File: src/sle_pkg.sv
`timescale 1ns / 1ps
`default_nettype none

package sle_pkg;

    // Width of the saturating decoded-length counter.
    localparam int LENGTH_BITS = 16;

    // Most results that one input byte can cause.
    localparam int MAX_RESULTS = 5;
    localparam int CNT_W = $clog2(MAX_RESULTS + 1);

    // Depths of the command queue and of the result queue.
    localparam int CQ_DEPTH = 2;
    localparam int OQ_DEPTH = 2;

    // Characters with a meaning of their own.
    localparam logic [7:0] CH_BSLASH = 8'h5C;
    localparam logic [7:0] CH_DQUOTE = 8'h22;
    localparam logic [7:0] CH_SQUOTE = 8'h27;
    localparam logic [7:0] CH_BTICK  = 8'h60;
    localparam logic [7:0] CH_ZERO   = 8'h30;
    localparam logic [7:0] CH_LOW_T  = 8'h74;
    localparam logic [7:0] CH_LOW_N  = 8'h6E;
    localparam logic [7:0] CH_LOW_R  = 8'h72;
    localparam logic [7:0] CH_LOW_X  = 8'h78;
    localparam logic [7:0] CH_LOW_U  = 8'h75;
    localparam logic [7:0] CH_SEMI   = 8'h3B;

    // Bytes that the simple escapes stand for.
    localparam logic [7:0] VAL_NUL = 8'h00;
    localparam logic [7:0] VAL_TAB = 8'h09;
    localparam logic [7:0] VAL_LF  = 8'h0A;
    localparam logic [7:0] VAL_CR  = 8'h0D;

    // Error codes of the status result.
    localparam logic [2:0] ERR_NONE     = 3'd0;
    localparam logic [2:0] ERR_QUOTES   = 3'd1;
    localparam logic [2:0] ERR_DANGLING = 3'd2;
    localparam logic [2:0] ERR_ESCAPE   = 3'd3;
    localparam logic [2:0] ERR_HEX      = 3'd4;
    localparam logic [2:0] ERR_UNICODE  = 3'd5;

    // Most hex digits in a \u escape.
    localparam logic [2:0] MAX_UNI_DIGITS = 3'd6;

    // Decoder phase.
    typedef enum logic [2:0] {
        PH_IDLE,
        PH_BODY,
        PH_ESC,
        PH_HEX1,
        PH_HEX2,
        PH_UNI
    } phase_t;

    // One input byte with its literal marks.
    typedef struct packed {
        logic [7:0] in_byte;
        logic       first_byte;
        logic       last_byte;
    } in_item_t;

    // One result.
    typedef struct packed {
        logic [7:0]             data_byte;
        logic                   is_status;
        logic [2:0]             error_code;
        logic [LENGTH_BITS-1:0] decoded_length;
        logic                   run_last;
    } out_item_t;

    // All the results that one input byte causes, as the front part hands them on.
    typedef struct packed {
        logic [CNT_W-1:0]                n_data;
        logic [MAX_RESULTS-1:0][7:0]     data;
        logic                            has_status;
        logic [2:0]                      err;
        logic [LENGTH_BITS-1:0]          len;
    } cmd_t;

endpackage

`default_nettype wire

File: src/string_literal_unescaper.sv
`timescale 1ns / 1ps
`default_nettype none

// Channel   Handshake           Payload
// input     push / full         item   (in_byte, first_byte, last_byte)
// result    pop / empty         result (data_byte, is_status, error_code,
//                                       decoded_length, run_last)
//
// The front decoder takes one byte per cycle while the command queue has room.
// The back part delivers one result per cycle while the result queue has room, so a byte
// with N results holds the back part until all N are delivered (up to five for a \u value and its terminator).
// A result reaches the result ports only after passing through the command queue and then the result queue.
// Reset puts the decoder in idle, waiting for a byte marked first_byte, and empties both queues.
// A stalled result side fills the result queue, then the command queue, then raises full.

module string_literal_unescaper (
    input  wire logic                clk,
    input  wire logic                rst_n,
    input  wire logic                push,
    output logic                     full,
    input  wire sle_pkg::in_item_t   item,
    input  wire logic                pop,
    output logic                     empty,
    output sle_pkg::out_item_t       result
);
    import sle_pkg::*;

    cmd_t cmd_in;
    cmd_t cmd_head;
    logic cmd_push;
    logic cq_full;
    logic cq_empty;
    logic cmd_pop;
    logic accept;

    assign full   = cq_full;
    assign accept = push && !cq_full;

    // Front: decoder state machine.
    sle_front u_front (
        .clk      (clk),
        .rst_n    (rst_n),
        .accept   (accept),
        .item     (item),
        .cmd      (cmd_in),
        .cmd_push (cmd_push)
    );

    // Queue between front and back.
    sle_cmd_queue u_cmd_queue (
        .clk     (clk),
        .rst_n   (rst_n),
        .push    (cmd_push),
        .cmd_in  (cmd_in),
        .full    (cq_full),
        .pop     (cmd_pop),
        .cmd_out (cmd_head),
        .empty   (cq_empty)
    );

    // Back: expands commands into results.
    sle_back u_back (
        .clk       (clk),
        .rst_n     (rst_n),
        .cmd       (cmd_head),
        .cmd_valid (!cq_empty),
        .cmd_pop   (cmd_pop),
        .pop       (pop),
        .empty     (empty),
        .result    (result)
    );

endmodule

`default_nettype wire

File: src/sle_front.sv
`timescale 1ns / 1ps
`default_nettype none

module sle_front (
    input  wire logic              clk,
    input  wire logic              rst_n,
    input  wire logic              accept,
    input  wire sle_pkg::in_item_t item,
    output sle_pkg::cmd_t          cmd,
    output logic                   cmd_push
);
    import sle_pkg::*;

    localparam logic [LENGTH_BITS:0] LEN_MAX = {1'b0, {LENGTH_BITS{1'b1}}};

    phase_t                 phase_reg, phase_next;
    logic [7:0]             quote_reg, quote_next;
    logic [3:0]             hi_reg, hi_next;
    logic [23:0]            cp_reg, cp_next;
    logic [2:0]             dc_reg, dc_next;
    logic [2:0]             err_reg, err_next;
    logic [LENGTH_BITS-1:0] bc_reg, bc_next;

    logic [7:0]             c;
    logic                   is_hex;
    logic [3:0]             hex_val;
    logic                   is_quote;
    logic                   utf_ok;
    logic [2:0]             utf_cnt;
    logic [3:0][7:0]        utf_bytes;
    logic [LENGTH_BITS:0]   bc_wide;
    logic [LENGTH_BITS-1:0] bc_sat;

    assign c = item.in_byte;
    assign is_quote = (c == CH_DQUOTE) || (c == CH_SQUOTE) || (c == CH_BTICK);

    // Hex digit decode.
    always_comb
    begin
        is_hex  = 1'b1;
        hex_val = 4'd0;
        case (c) inside
            [8'h30:8'h39]: hex_val = c[3:0];
            [8'h41:8'h46],
            [8'h61:8'h66]: hex_val = c[3:0] + 4'd9;
            default:       is_hex = 1'b0;
        endcase
    end

    // UTF-8 encoding of the pending code point.
    always_comb
    begin
        utf_ok    = 1'b1;
        utf_cnt   = 3'd0;
        utf_bytes = '0;
        if (cp_reg < 24'h80)
        begin
            utf_cnt      = 3'd1;
            utf_bytes[0] = cp_reg[7:0];
        end
        else if (cp_reg < 24'h800)
        begin
            utf_cnt      = 3'd2;
            utf_bytes[0] = {3'b110, cp_reg[10:6]};
            utf_bytes[1] = {2'b10, cp_reg[5:0]};
        end
        else if (cp_reg < 24'h10000)
        begin
            utf_cnt      = 3'd3;
            utf_bytes[0] = {4'b1110, cp_reg[15:12]};
            utf_bytes[1] = {2'b10, cp_reg[11:6]};
            utf_bytes[2] = {2'b10, cp_reg[5:0]};
        end
        else if (cp_reg <= 24'h10FFFF)
        begin
            utf_cnt      = 3'd4;
            utf_bytes[0] = {5'b11110, cp_reg[20:18]};
            utf_bytes[1] = {2'b10, cp_reg[17:12]};
            utf_bytes[2] = {2'b10, cp_reg[11:6]};
            utf_bytes[3] = {2'b10, cp_reg[5:0]};
        end
        else
        begin
            utf_ok = 1'b0;
        end
    end

    // Next state of the decoder.
    always_comb
    begin
        phase_next = phase_reg;
        quote_next = quote_reg;
        hi_next    = hi_reg;
        cp_next    = cp_reg;
        dc_next    = dc_reg;
        err_next   = err_reg;
        bc_next    = bc_reg;
        if (accept)
        begin
            if (item.first_byte)
            begin
                quote_next = c;
                bc_next    = '0;
                hi_next    = 4'd0;
                cp_next    = 24'd0;
                dc_next    = 3'd0;
                err_next   = is_quote ? ERR_NONE : ERR_QUOTES;
                phase_next = item.last_byte ? PH_IDLE : PH_BODY;
            end
            else if (phase_reg == PH_IDLE)
            begin
                phase_next = PH_IDLE;
            end
            else if (item.last_byte)
            begin
                phase_next = PH_IDLE;
                bc_next    = bc_sat;
            end
            else if (err_reg == ERR_NONE)
            begin
                bc_next = bc_sat;
                case (phase_reg)
                    PH_BODY:
                    begin
                        if (c == CH_BSLASH)
                            phase_next = PH_ESC;
                    end
                    PH_ESC:
                    begin
                        phase_next = PH_BODY;
                        case (c)
                            CH_BSLASH, CH_DQUOTE, CH_SQUOTE, CH_BTICK,
                            CH_ZERO, CH_LOW_T, CH_LOW_N, CH_LOW_R: ;
                            CH_LOW_X: phase_next = PH_HEX1;
                            CH_LOW_U:
                            begin
                                phase_next = PH_UNI;
                                cp_next    = 24'd0;
                                dc_next    = 3'd0;
                            end
                            default: err_next = ERR_ESCAPE;
                        endcase
                    end
                    PH_HEX1:
                    begin
                        if (is_hex)
                        begin
                            hi_next    = hex_val;
                            phase_next = PH_HEX2;
                        end
                        else
                            err_next = ERR_HEX;
                    end
                    PH_HEX2:
                    begin
                        if (is_hex)
                            phase_next = PH_BODY;
                        else
                            err_next = ERR_HEX;
                    end
                    PH_UNI:
                    begin
                        if (is_hex)
                        begin
                            if (dc_reg >= MAX_UNI_DIGITS)
                                err_next = ERR_UNICODE;
                            else
                            begin
                                cp_next = {cp_reg[19:0], hex_val};
                                dc_next = dc_reg + 3'd1;
                            end
                        end
                        else if (dc_reg == 3'd0 || !utf_ok)
                            err_next = ERR_UNICODE;
                        else if (c == CH_BSLASH)
                            phase_next = PH_ESC;
                        else
                            phase_next = PH_BODY;
                    end
                    default: phase_next = PH_IDLE;
                endcase
            end
        end
    end

    // Results caused by the byte, as one command.
    always_comb
    begin
        cmd            = '0;
        if (accept)
        begin
            if (item.first_byte)
            begin
                if (item.last_byte)
                begin
                    cmd.has_status = 1'b1;
                    cmd.err        = ERR_QUOTES;
                end
            end
            else if (phase_reg == PH_IDLE)
            begin
                cmd.has_status = 1'b0;
            end
            else if (item.last_byte)
            begin
                cmd.has_status = 1'b1;
                if (c != quote_reg)
                    cmd.err = ERR_QUOTES;
                else if (err_reg != ERR_NONE)
                    cmd.err = err_reg;
                else if (phase_reg == PH_ESC)
                    cmd.err = ERR_DANGLING;
                else if (phase_reg == PH_HEX1 || phase_reg == PH_HEX2)
                    cmd.err = ERR_HEX;
                else if (phase_reg == PH_UNI)
                begin
                    if (dc_reg == 3'd0 || !utf_ok)
                        cmd.err = ERR_UNICODE;
                    else
                    begin
                        cmd.n_data    = CNT_W'(utf_cnt);
                        cmd.data[3:0] = utf_bytes;
                    end
                end
            end
            else if (err_reg == ERR_NONE)
            begin
                case (phase_reg)
                    PH_BODY:
                    begin
                        if (c != CH_BSLASH)
                        begin
                            cmd.n_data  = CNT_W'(1);
                            cmd.data[0] = c;
                        end
                    end
                    PH_ESC:
                    begin
                        cmd.n_data = CNT_W'(1);
                        case (c)
                            CH_BSLASH, CH_DQUOTE, CH_SQUOTE, CH_BTICK: cmd.data[0] = c;
                            CH_ZERO:  cmd.data[0] = VAL_NUL;
                            CH_LOW_T: cmd.data[0] = VAL_TAB;
                            CH_LOW_N: cmd.data[0] = VAL_LF;
                            CH_LOW_R: cmd.data[0] = VAL_CR;
                            default:  cmd.n_data  = '0;
                        endcase
                    end
                    PH_HEX2:
                    begin
                        if (is_hex)
                        begin
                            cmd.n_data  = CNT_W'(1);
                            cmd.data[0] = {hi_reg, hex_val};
                        end
                    end
                    PH_UNI:
                    begin
                        if (!is_hex && dc_reg != 3'd0 && utf_ok)
                        begin
                            cmd.data[3:0] = utf_bytes;
                            cmd.n_data    = CNT_W'(utf_cnt);
                            // Any terminator but ';' or a backslash is a body byte.
                            if (c != CH_SEMI && c != CH_BSLASH)
                            begin
                                cmd.data[utf_cnt] = c;
                                cmd.n_data        = CNT_W'(utf_cnt) + CNT_W'(1);
                            end
                        end
                    end
                    default: cmd.n_data = '0;
                endcase
            end
        end
        // Length after this byte's data results, saturating.
        bc_wide  = {1'b0, bc_reg} + (LENGTH_BITS+1)'(cmd.n_data);
        bc_sat   = (bc_wide > LEN_MAX) ? LEN_MAX[LENGTH_BITS-1:0]
                                       : bc_wide[LENGTH_BITS-1:0];
        // A literal closed on its opening byte has decoded nothing.
        cmd.len  = (cmd.has_status && !item.first_byte) ? bc_sat : '0;
        cmd_push = accept && (cmd.has_status || cmd.n_data != '0);
    end

    // Decoder state registers.
    always_ff @(posedge clk or negedge rst_n)
    begin
        if (!rst_n)
        begin
            phase_reg <= PH_IDLE;
            quote_reg <= 8'd0;
            hi_reg    <= 4'd0;
            cp_reg    <= 24'd0;
            dc_reg    <= 3'd0;
            err_reg   <= ERR_NONE;
            bc_reg    <= '0;
        end
        else
        begin
            phase_reg <= phase_next;
            quote_reg <= quote_next;
            hi_reg    <= hi_next;
            cp_reg    <= cp_next;
            dc_reg    <= dc_next;
            err_reg   <= err_next;
            bc_reg    <= bc_next;
        end
    end

endmodule

`default_nettype wire

File: src/sle_cmd_queue.sv
`timescale 1ns / 1ps
`default_nettype none

module sle_cmd_queue (
    input  wire logic          clk,
    input  wire logic          rst_n,
    input  wire logic          push,
    input  wire sle_pkg::cmd_t cmd_in,
    output logic               full,
    input  wire logic          pop,
    output sle_pkg::cmd_t      cmd_out,
    output logic               empty
);
    import sle_pkg::*;

    localparam int PTR_W = (CQ_DEPTH > 1) ? $clog2(CQ_DEPTH) : 1;
    localparam int CNT_QW = $clog2(CQ_DEPTH + 1);

    cmd_t              slot_reg [CQ_DEPTH];
    logic [PTR_W-1:0]  wr_reg, wr_next;
    logic [PTR_W-1:0]  rd_reg, rd_next;
    logic [CNT_QW-1:0] count_reg, count_next;
    logic              do_push, do_pop;

    assign full    = (count_reg == CNT_QW'(CQ_DEPTH));
    assign empty   = (count_reg == '0);
    assign cmd_out = slot_reg[rd_reg];
    assign do_push = push && !full;
    assign do_pop  = pop && !empty;

    // Pointer and fill count update.
    always_comb
    begin
        wr_next    = wr_reg;
        rd_next    = rd_reg;
        count_next = count_reg;
        if (do_push)
            wr_next = (wr_reg == PTR_W'(CQ_DEPTH - 1)) ? '0 : wr_reg + PTR_W'(1);
        if (do_pop)
            rd_next = (rd_reg == PTR_W'(CQ_DEPTH - 1)) ? '0 : rd_reg + PTR_W'(1);
        if (do_push && !do_pop)
            count_next = count_reg + CNT_QW'(1);
        else if (do_pop && !do_push)
            count_next = count_reg - CNT_QW'(1);
    end

    always_ff @(posedge clk or negedge rst_n)
    begin
        if (!rst_n)
        begin
            wr_reg    <= '0;
            rd_reg    <= '0;
            count_reg <= '0;
        end
        else
        begin
            wr_reg    <= wr_next;
            rd_reg    <= rd_next;
            count_reg <= count_next;
        end
    end

    // Command storage.
    always_ff @(posedge clk)
    begin
        if (do_push)
            slot_reg[wr_reg] <= cmd_in;
    end

endmodule

`default_nettype wire

File: src/sle_back.sv
`timescale 1ns / 1ps
`default_nettype none

module sle_back (
    input  wire logic           clk,
    input  wire logic           rst_n,
    input  wire sle_pkg::cmd_t  cmd,
    input  wire logic           cmd_valid,
    output logic                cmd_pop,
    input  wire logic           pop,
    output logic                empty,
    output sle_pkg::out_item_t  result
);
    import sle_pkg::*;

    localparam int PTR_W = (OQ_DEPTH > 1) ? $clog2(OQ_DEPTH) : 1;
    localparam int CNT_QW = $clog2(OQ_DEPTH + 1);

    logic [CNT_W-1:0]  idx_reg, idx_next;
    logic [CNT_W-1:0]  total;
    out_item_t         cur;
    logic              oq_full;
    logic              oq_push, oq_pop;
    out_item_t         slot_reg [OQ_DEPTH];
    logic [PTR_W-1:0]  wr_reg, wr_next;
    logic [PTR_W-1:0]  rd_reg, rd_next;
    logic [CNT_QW-1:0] count_reg, count_next;

    // Result taken from the head command at the current index.
    assign total = cmd.n_data + CNT_W'(cmd.has_status);
    always_comb
    begin
        cur          = '0;
        cur.run_last = (idx_reg == total - CNT_W'(1));
        if (idx_reg < cmd.n_data)
            cur.data_byte = cmd.data[idx_reg];
        else
        begin
            cur.is_status      = 1'b1;
            cur.error_code     = cmd.err;
            cur.decoded_length = cmd.len;
        end
    end

    assign oq_push = cmd_valid && !oq_full;
    assign cmd_pop = oq_push && cur.run_last;
    assign idx_next = !oq_push ? idx_reg : (cur.run_last ? '0 : idx_reg + CNT_W'(1));

    // Result queue: parts the expander from the consumer.
    assign oq_full = (count_reg == CNT_QW'(OQ_DEPTH));
    assign empty   = (count_reg == '0);
    assign result  = slot_reg[rd_reg];
    assign oq_pop  = pop && !empty;

    always_comb
    begin
        wr_next    = wr_reg;
        rd_next    = rd_reg;
        count_next = count_reg;
        if (oq_push)
            wr_next = (wr_reg == PTR_W'(OQ_DEPTH - 1)) ? '0 : wr_reg + PTR_W'(1);
        if (oq_pop)
            rd_next = (rd_reg == PTR_W'(OQ_DEPTH - 1)) ? '0 : rd_reg + PTR_W'(1);
        if (oq_push && !oq_pop)
            count_next = count_reg + CNT_QW'(1);
        else if (oq_pop && !oq_push)
            count_next = count_reg - CNT_QW'(1);
    end

    always_ff @(posedge clk or negedge rst_n)
    begin
        if (!rst_n)
        begin
            idx_reg   <= '0;
            wr_reg    <= '0;
            rd_reg    <= '0;
            count_reg <= '0;
        end
        else
        begin
            idx_reg   <= idx_next;
            wr_reg    <= wr_next;
            rd_reg    <= rd_next;
            count_reg <= count_next;
        end
    end

    // Result storage.
    always_ff @(posedge clk)
    begin
        if (oq_push)
            slot_reg[wr_reg] <= cur;
    end

endmodule

`default_nettype wire
File: config.mk
export PLATFORM = sky130hd
export DESIGN_NAME = string_literal_unescaper
export DESIGN_NICKNAME = d
export VERILOG_FILES = /design/src/sle_pkg.sv /design/src/string_literal_unescaper.sv /design/src/sle_front.sv /design/src/sle_cmd_queue.sv /design/src/sle_back.sv
export SDC_FILE = /design/constraint.sdc
export NUM_CORES = 1
export LEC_CHECK = 0
export BUFFER_PORTS_ARGS = -buffer_cell sky130_fd_sc_hd__buf_2
export CAP_MARGIN = 5
export CORE_MARGIN = 1
export CORE_UTILIZATION = 56
export DETAILED_ROUTE_END_ITERATION = 10
export HOLD_SLACK_MARGIN = 0.05
export PLACE_DENSITY = 0.8
export SLEW_MARGIN = 15
export SYNTH_ARGS = -nofsm -noshare
export SYNTH_HDL_FRONTEND = slang
export SYNTH_SLANG_ARGS = --single-unit
File: constraint.sdc
create_clock -name clk -period 5.85 [get_ports clk]
set_input_delay 0.2925 -clock clk [delete_from_list [all_inputs] [get_ports clk]]
set_output_delay 0.2925 -clock clk [all_outputs]
set_load 0.01 [all_outputs]
== After elaboration in Yosys (flattened, before gate mapping) ==
Memories as Yosys holds them, arrays and structs flattened.
Index checks and enable logic that the tools add are counted.

* Bits in registers: 72
* Memory bits (writable): 184
* Output and inout port bits: 31
* Memories: 2

* Add/sub/neg operators: 15
* Magnitude comparators: 16
* Equality and inequality tests: 35
* Mux-type cells: 132
* Reductions and logical operators: 63

{| class="wikitable"
|+ Memory list
! memory !! words !! bits a word !! rd ports !! clocked after memory_dff !! write ports !! RTL line !! RTL
|-
| u_cmd_queue.slot_reg || 2 || 63 || 1 || 0 || 1 || sle_cmd_queue.sv:19 || <nowiki>cmd_t slot_reg [CQ_DEPTH];</nowiki>
|-
| u_back.slot_reg || 2 || 29 || 1 || 0 || 1 || sle_back.sv:24 || <nowiki>out_item_t slot_reg [OQ_DEPTH];</nowiki>
|}

{| class="wikitable"
|+ Operators with widths
! operator !! number
|-
| two-way mux 32 bit || 9
|-
| two-way mux 24 bit || 9
|-
| two-way mux 43 bit || 5
|-
| two-way mux 3 bit || 44
|-
| two-way mux 16 bit || 8
|-
| two-way mux 8 bit || 8
|-
| case mux 8 bit (4 select lines) || 2
|-
| equality test 8 x 7 -> 1 bit (second input constant) || 7
|-
| case mux 24 bit (2 select lines) || 1
|-
| two-way mux 47 bit || 1
|-
| two-way mux 4 bit || 11
|-
| bitwise mux 40 bit || 1
|-
| binary-select mux 8 bit (select 3 bit) || 1
|-
| demux 8 bit (select 3 bit) || 1
|-
| equality test 8 x 6 -> 1 bit (second input constant) || 3
|-
| <= comparator 24 x 21 -> 1 bit (second input constant) || 1
|-
| less-than comparator 24 x 12 -> 1 bit (second input constant) || 1
|-
| less-than comparator 24 x 17 -> 1 bit (second input constant) || 1
|-
| less-than comparator 24 x 8 -> 1 bit (second input constant) || 1
|-
| two-way mux 1 bit || 20
|-
| two-way mux 20 bit || 1
|-
| logical AND 1 bit || 19
|-
| adder 16 x 3 -> 17 bit || 1
|-
| > comparator 17 x 16 -> 1 bit (second input constant) || 1
|-
| 54 further kinds || 104
|}

== Depth between registers and ports, before layout ==
* Depth in word-level cells: 26
* Depth in mapped cells: 21

== By module ==
A second synthesis with hierarchy kept.

* Cell total of the unflattened synthesis: 1162
* Area total of the unflattened synthesis: 13579.3 µm²

{| class="wikitable"
|+ By module, submodules not included
! module !! instances !! cells an instance !! area each (µm²)
|-
| sle_front || 1 || 735 || 5459.0
|-
| sle_cmd_queue || 1 || 215 || 5042.3
|-
| sle_back || 1 || 210 || 3060.4
|-
| string_literal_unescaper || 1 || 2 || 17.5
|}

== Worst setup path before layout ==
OpenSTA, ideal clock, no wires.

* Kind: in2reg
* From: input port item[3] in the netlist's numbering
* To: memory u_cmd_queue.slot_reg[0][0] in the netlist's numbering (enable)
* Arrival: 5173 ps
* Slack: 185 ps
* Stages: 10
* Cell sequence: clkbuf_1 -> inv_1 -> ha_1 -> or3b_2 -> nand4_1 -> o21bai_2 -> nor3_2 -> a211oi_2 -> o31ai_2 -> nor2b_1

* Word-level cells in the longest chain between the ends: 21
* Elaborated cells on any way between the ends: 46
* Those cells by class: 6 x order compare; 11 x eq/ne; 16 x mux; 13 x reduce/logical

{| class="wikitable"
|+ Ends and longest elaborated chain
! what !! RTL line !! RTL
|-
| start: declaration || string_literal_unescaper.sv:21 || <nowiki>input wire sle_pkg::in_item_t item,</nowiki>
|-
| greater-or-equal comparator 8 x 7 -> 1 bit (no line) or <= comparator 8 x 7 -> 1 bit (tied branches) || -- ||
|-
| logical AND 1 bit (no line) || -- ||
|-
| OR reduction 2 bit || sle_front.sv:42 || <nowiki>case (c) inside</nowiki>
|-
| two-way mux 1 bit (2 in series) || sle_front.sv:42 ||
|-
| zero test 1 bit || sle_front.sv:259 || <nowiki>if (!is_hex && dc_reg != 3'd0 && utf_ok)</nowiki>
|-
| logical AND 1 bit (2 in series) || sle_front.sv:259 ||
|-
| two-way mux 43 bit || sle_front.sv:259 ||
|-
| case mux 3 bit (4 select lines) || sle_front.sv:228 || <nowiki>case (phase_reg)</nowiki>
|-
| (+4 left out) || -- ||
|-
| two-way mux 47 bit * || sle_front.sv:190 || <nowiki>if (accept)</nowiki>
|-
| nonzero test 3 bit * || sle_front.sv:281 || <nowiki>cmd_push = accept && (cmd.has_status || cmd.n_data != '0);</nowiki>
|-
| logical OR 1 bit * || sle_front.sv:281 ||
|-
| logical AND 1 bit * || sle_front.sv:281 ||
|-
| logical AND 1 bit * || sle_cmd_queue.sv:28 || <nowiki>assign do_push = push && !full;</nowiki>
|-
| named net u_cmd_queue.do_push || sle_cmd_queue.sv:23 || <nowiki>logic do_push, do_pop;</nowiki>
|-
| two-way mux 1 bit * || sle_cmd_queue.sv:66 || <nowiki>if (do_push)</nowiki>
|-
| two-way mux 1 bit (implied by the code) * || sle_cmd_queue.sv:67 || <nowiki>slot_reg[wr_reg] <= cmd_in;</nowiki>
|-
| end: declaration || sle_cmd_queue.sv:19 ||
|}

Mark *: on every way through the listed nets, which the timed path passes. The rest lies on a longest branch.

==> flow_summary.yaml <==
clocking:
  htreeDepth: 1
  clk_latency_ps: 550
  clk_path_buf_depth: 3
  path_clk_slew_ps: 60
  cts_tree: "done"
  clock-sinks: 256
  numCtsBuffers: 26
  postCtsSetupRepairBufs: 0
  clock-root-buffer: "clkbuf_16"
die:
  die-area_um2: 23000
  core-area_um2: 21900
  start_util_pct: 57.2
  dieWidth_um: 152
  die_y_um: 152
  rows: 54
  ioPinCount: 45
outcome:
  status: "finished clean"
finish:
  nNetsFinal: 1083
  syn_to_final_growth_pct: 11.1
  drive_above_1_share_pct: 16.9
  largest_reg_flops: 126
  diodes: 0
routing:
  initialDrtViolationCount: 832
  vias_per_cell: 6.27
  routedWlPerCell_um: 20.4
  dr.pass1.iters: 5
  drt_wl_total_mm: 27.5
  route.detailed.drc: 0
  postRouteAntennaNets: 0
  num_vias: 8453
flow_run:
  maxCapViolCount: 0
global_route:
  gr-usage-all-layers_pct: 24.6
  grt_pass1_vias: 8123
  grt_antenna_before_repair: 0
  grt-ovfl-total: 0
  grt_pass1_wl_mm: 43.9
  grt_start_max_net_pins: 73
yosys:
  avgSynthCellArea_um2: 12.3
  ys_seq_elements: 256
  ys.flop_type: "edfxtp_1"
  synth_top_family_by_area: "compound AO/OA/AOI/OAI gates"
  synthSimpleGateAreaFrac_pct: 10.8
  synth_adder_area_share_pct: 2.06
  syn-num-nets: 1050
  yosysWarnings: 0
  synth_top_area_share_pct: 44.1
  yosysMostFrequentCell: "edfxtp_1"
  synthCells: 1016
  synth_seq_area_share_pct: 58.5
  ys_types: 72
  synthTopCellsByArea: "edfxtp_1 44%, dfrtp_1 14%, mux2_2 3.5%"
  synth_top_area_cell: "edfxtp_1"
  synth-async-reset-ratio_pct: 28.1
  synth_xor_area_share_pct: 2.59
  synth_compound_area_share_pct: 13.7
  synth_edf_count: 184
  synth_area_um2: 12500
  yosys-mux-area-fraction_pct: 9.82
  yosys-top-cells-count: "184 x edfxtp_1, 102 x nor2_1, 72 x dfrtp_1"
sta:
  final.min_clock_period_ps: 4870
  hold_viol_final: 0
  finalMaxSlewViolations: 0
  setup_ws_ps: 978
  tns_ps: 0
  worst_slew_pin_slew_ps: 1010
  relSlewSlack_pct: 32.4
  max_freq_mhz: 205
  setup_viol: 0
  fin_crit_sh_pct: 83.3
  skew_ps: 21.7
  rsz0062_at_grt: "no"
power:
  ir_drop_uv: 322
  powerDensity_nw_per_um2: 457
  finalPower_uw: 6360
  p_leak_uw: 0.00524
placed_design:
  gp_congestion: 0.924
  pre_cts_slack_ps: 977
  numPortBuffers: 44
  dp_hpwl_mm: 18.3
worst_setup_path:
  end_kind: "register"
  critPathSlowestCell: "or4_1"
  ff2ff_path_depth: 16
  r2r_end: "u_cmd_queue.slot_reg[0][1]$_DFFE_PP_"
  regToRegSetupSlack_ps: 980
  cp_slowest_stage_delay_ps: 660
  crit_path_start: "u_front.cp_reg[19]$_DFFE_PN0P_"
  reg2reg_from: "u_front.cp_reg[19]$_DFFE_PN0P_"
  required_ps: 6200
  crit_path_start_kind: "register"
  criticalPathCategory: "reg -> reg"
  crit_fanout: 26
  crit_chain: "or4_1, or3_1, a21oi_4, xnor2_1, a211oi_2, nor3_1, ha_1, inv_1, fa_1, nor2b_1, o2111a_1, nand4_1, nor2_1, nand3_1, buf_4, a21oi_1"
  critPathArrivalTime_ps: 5230
worst_hold_path:
  min_path_cells: 3
  hold_class: "in -> reg"
  hold-path-endpoint: "u_front.phase_reg[0]$_DFFE_PN0P_"
  min_from: "push"
==> routing by layer <==
layer | vias to the layer above | part of all wire [%] | global-route usage, %
met4 | 0 | 2.5 | 7.57
met2 | 349 | 46 | 38.7
met3 | 49 | 7.1 | 3.53
met1 | 4122 | 44 | 35.6
li1 | 3933 | - | -
met5 | - | 0 | 0
==> placed cells by master, fill, tap and decap left out, types with 9 or more instances in the layout <==
master	netlist	routed
ha_1	19	19
mux2i_1	43	43
nor4_1	10	10
mux2_2	39	39
clkbuf_16	0	27
a22oi_1	23	23
nand3_1	17	17
nor3_1	21	20
nor2_1	102	100
nand2_1	63	63
a22o_1	47	47
xor2_1	18	18
edfxtp_1	184	184
dfrtp_1	72	71
a21oi_1	44	44
mux4_2	16	16
inv_1	26	26
and2_1	10	9
buf_4	0	16
buf_2	10	44
o21ai_0	51	51
xnor2_1	19	19
==> final cells by class <==
cell class	count	area, um2
multi-input combinational	677	4900
fill	1630	7980
timing repair buffer	61	350
tap	280	350
inverter	27	101
clock inverter	16	168
clock buffer	32	714
sequential	256	7330
==> cell families after synthesis <==
kind of cell	Yosys count
simple gates	279
compound gates	243
flops	256
mux	98
xor+xnor	37
fa+ha+maj	20
buf+inv	83
==> report_power, final <==
group | leakage (uW) | internal, uW | switching, uW
clock network | 0.000434 | 1000 | 687
logic | 0.00211 | 813 | 1110
registers | 0.00270 | 2520 | 229
==> critical path: cells and delay by family, from the launching register on <==
| family | cells | cell delay, ps |
|---|---|---|
| AO/OA/AOI/OAI | 4 | 850 |
| XOR/XNOR | 1 | 160 |
| adder cells (fa/ha/maj) | 2 | 630 |
| buffers and inverters | 2 | 300 |
| flip-flops | 1 | 400 |
| AND/OR/NAND/NOR | 7 | 2350 |
==> through the flow <==
stage                     utilization [%]  hold slack [ps]  cell area (um2)  cells
after floorplan                         -            -3.09            12500   1016
after global placement               59.5              463            13000   1300
after detailed placement             59.5              465            13000   1300
after CTS                            63.6             91.9            13900   1349
after global routing                 63.6              120            13900   1349
final                                63.6              102            13900   1349
==> worst max-delay path by stage <==
stage / end / slack [ps] / cells after the start
floorplan: u_cmd_queue.slot_reg[0][0]$_DFFE_PP_ / 180 / 10
global placement: u_cmd_queue.slot_reg[0][1]$_DFFE_PP_ / 1200 / 19
detailed placement: u_cmd_queue.slot_reg[1][1]$_DFFE_PP_ / 980 / 19
CTS: u_cmd_queue.slot_reg[0][1]$_DFFE_PP_ / 1000 / 16
global route: u_cmd_queue.slot_reg[0][1]$_DFFE_PP_ / 610 / 16
finish: u_cmd_queue.slot_reg[0][1]$_DFFE_PP_ / 980 / 16
==> what timing repair did <==
| action | in CTS | in global routing |
|---|---|---|
| hold buffers | 1 | 0 |
| resized for setup | 0 | 0 |
| hold endpoints to repair | 13 | 0 |
(Power assumes the default switching activity.)
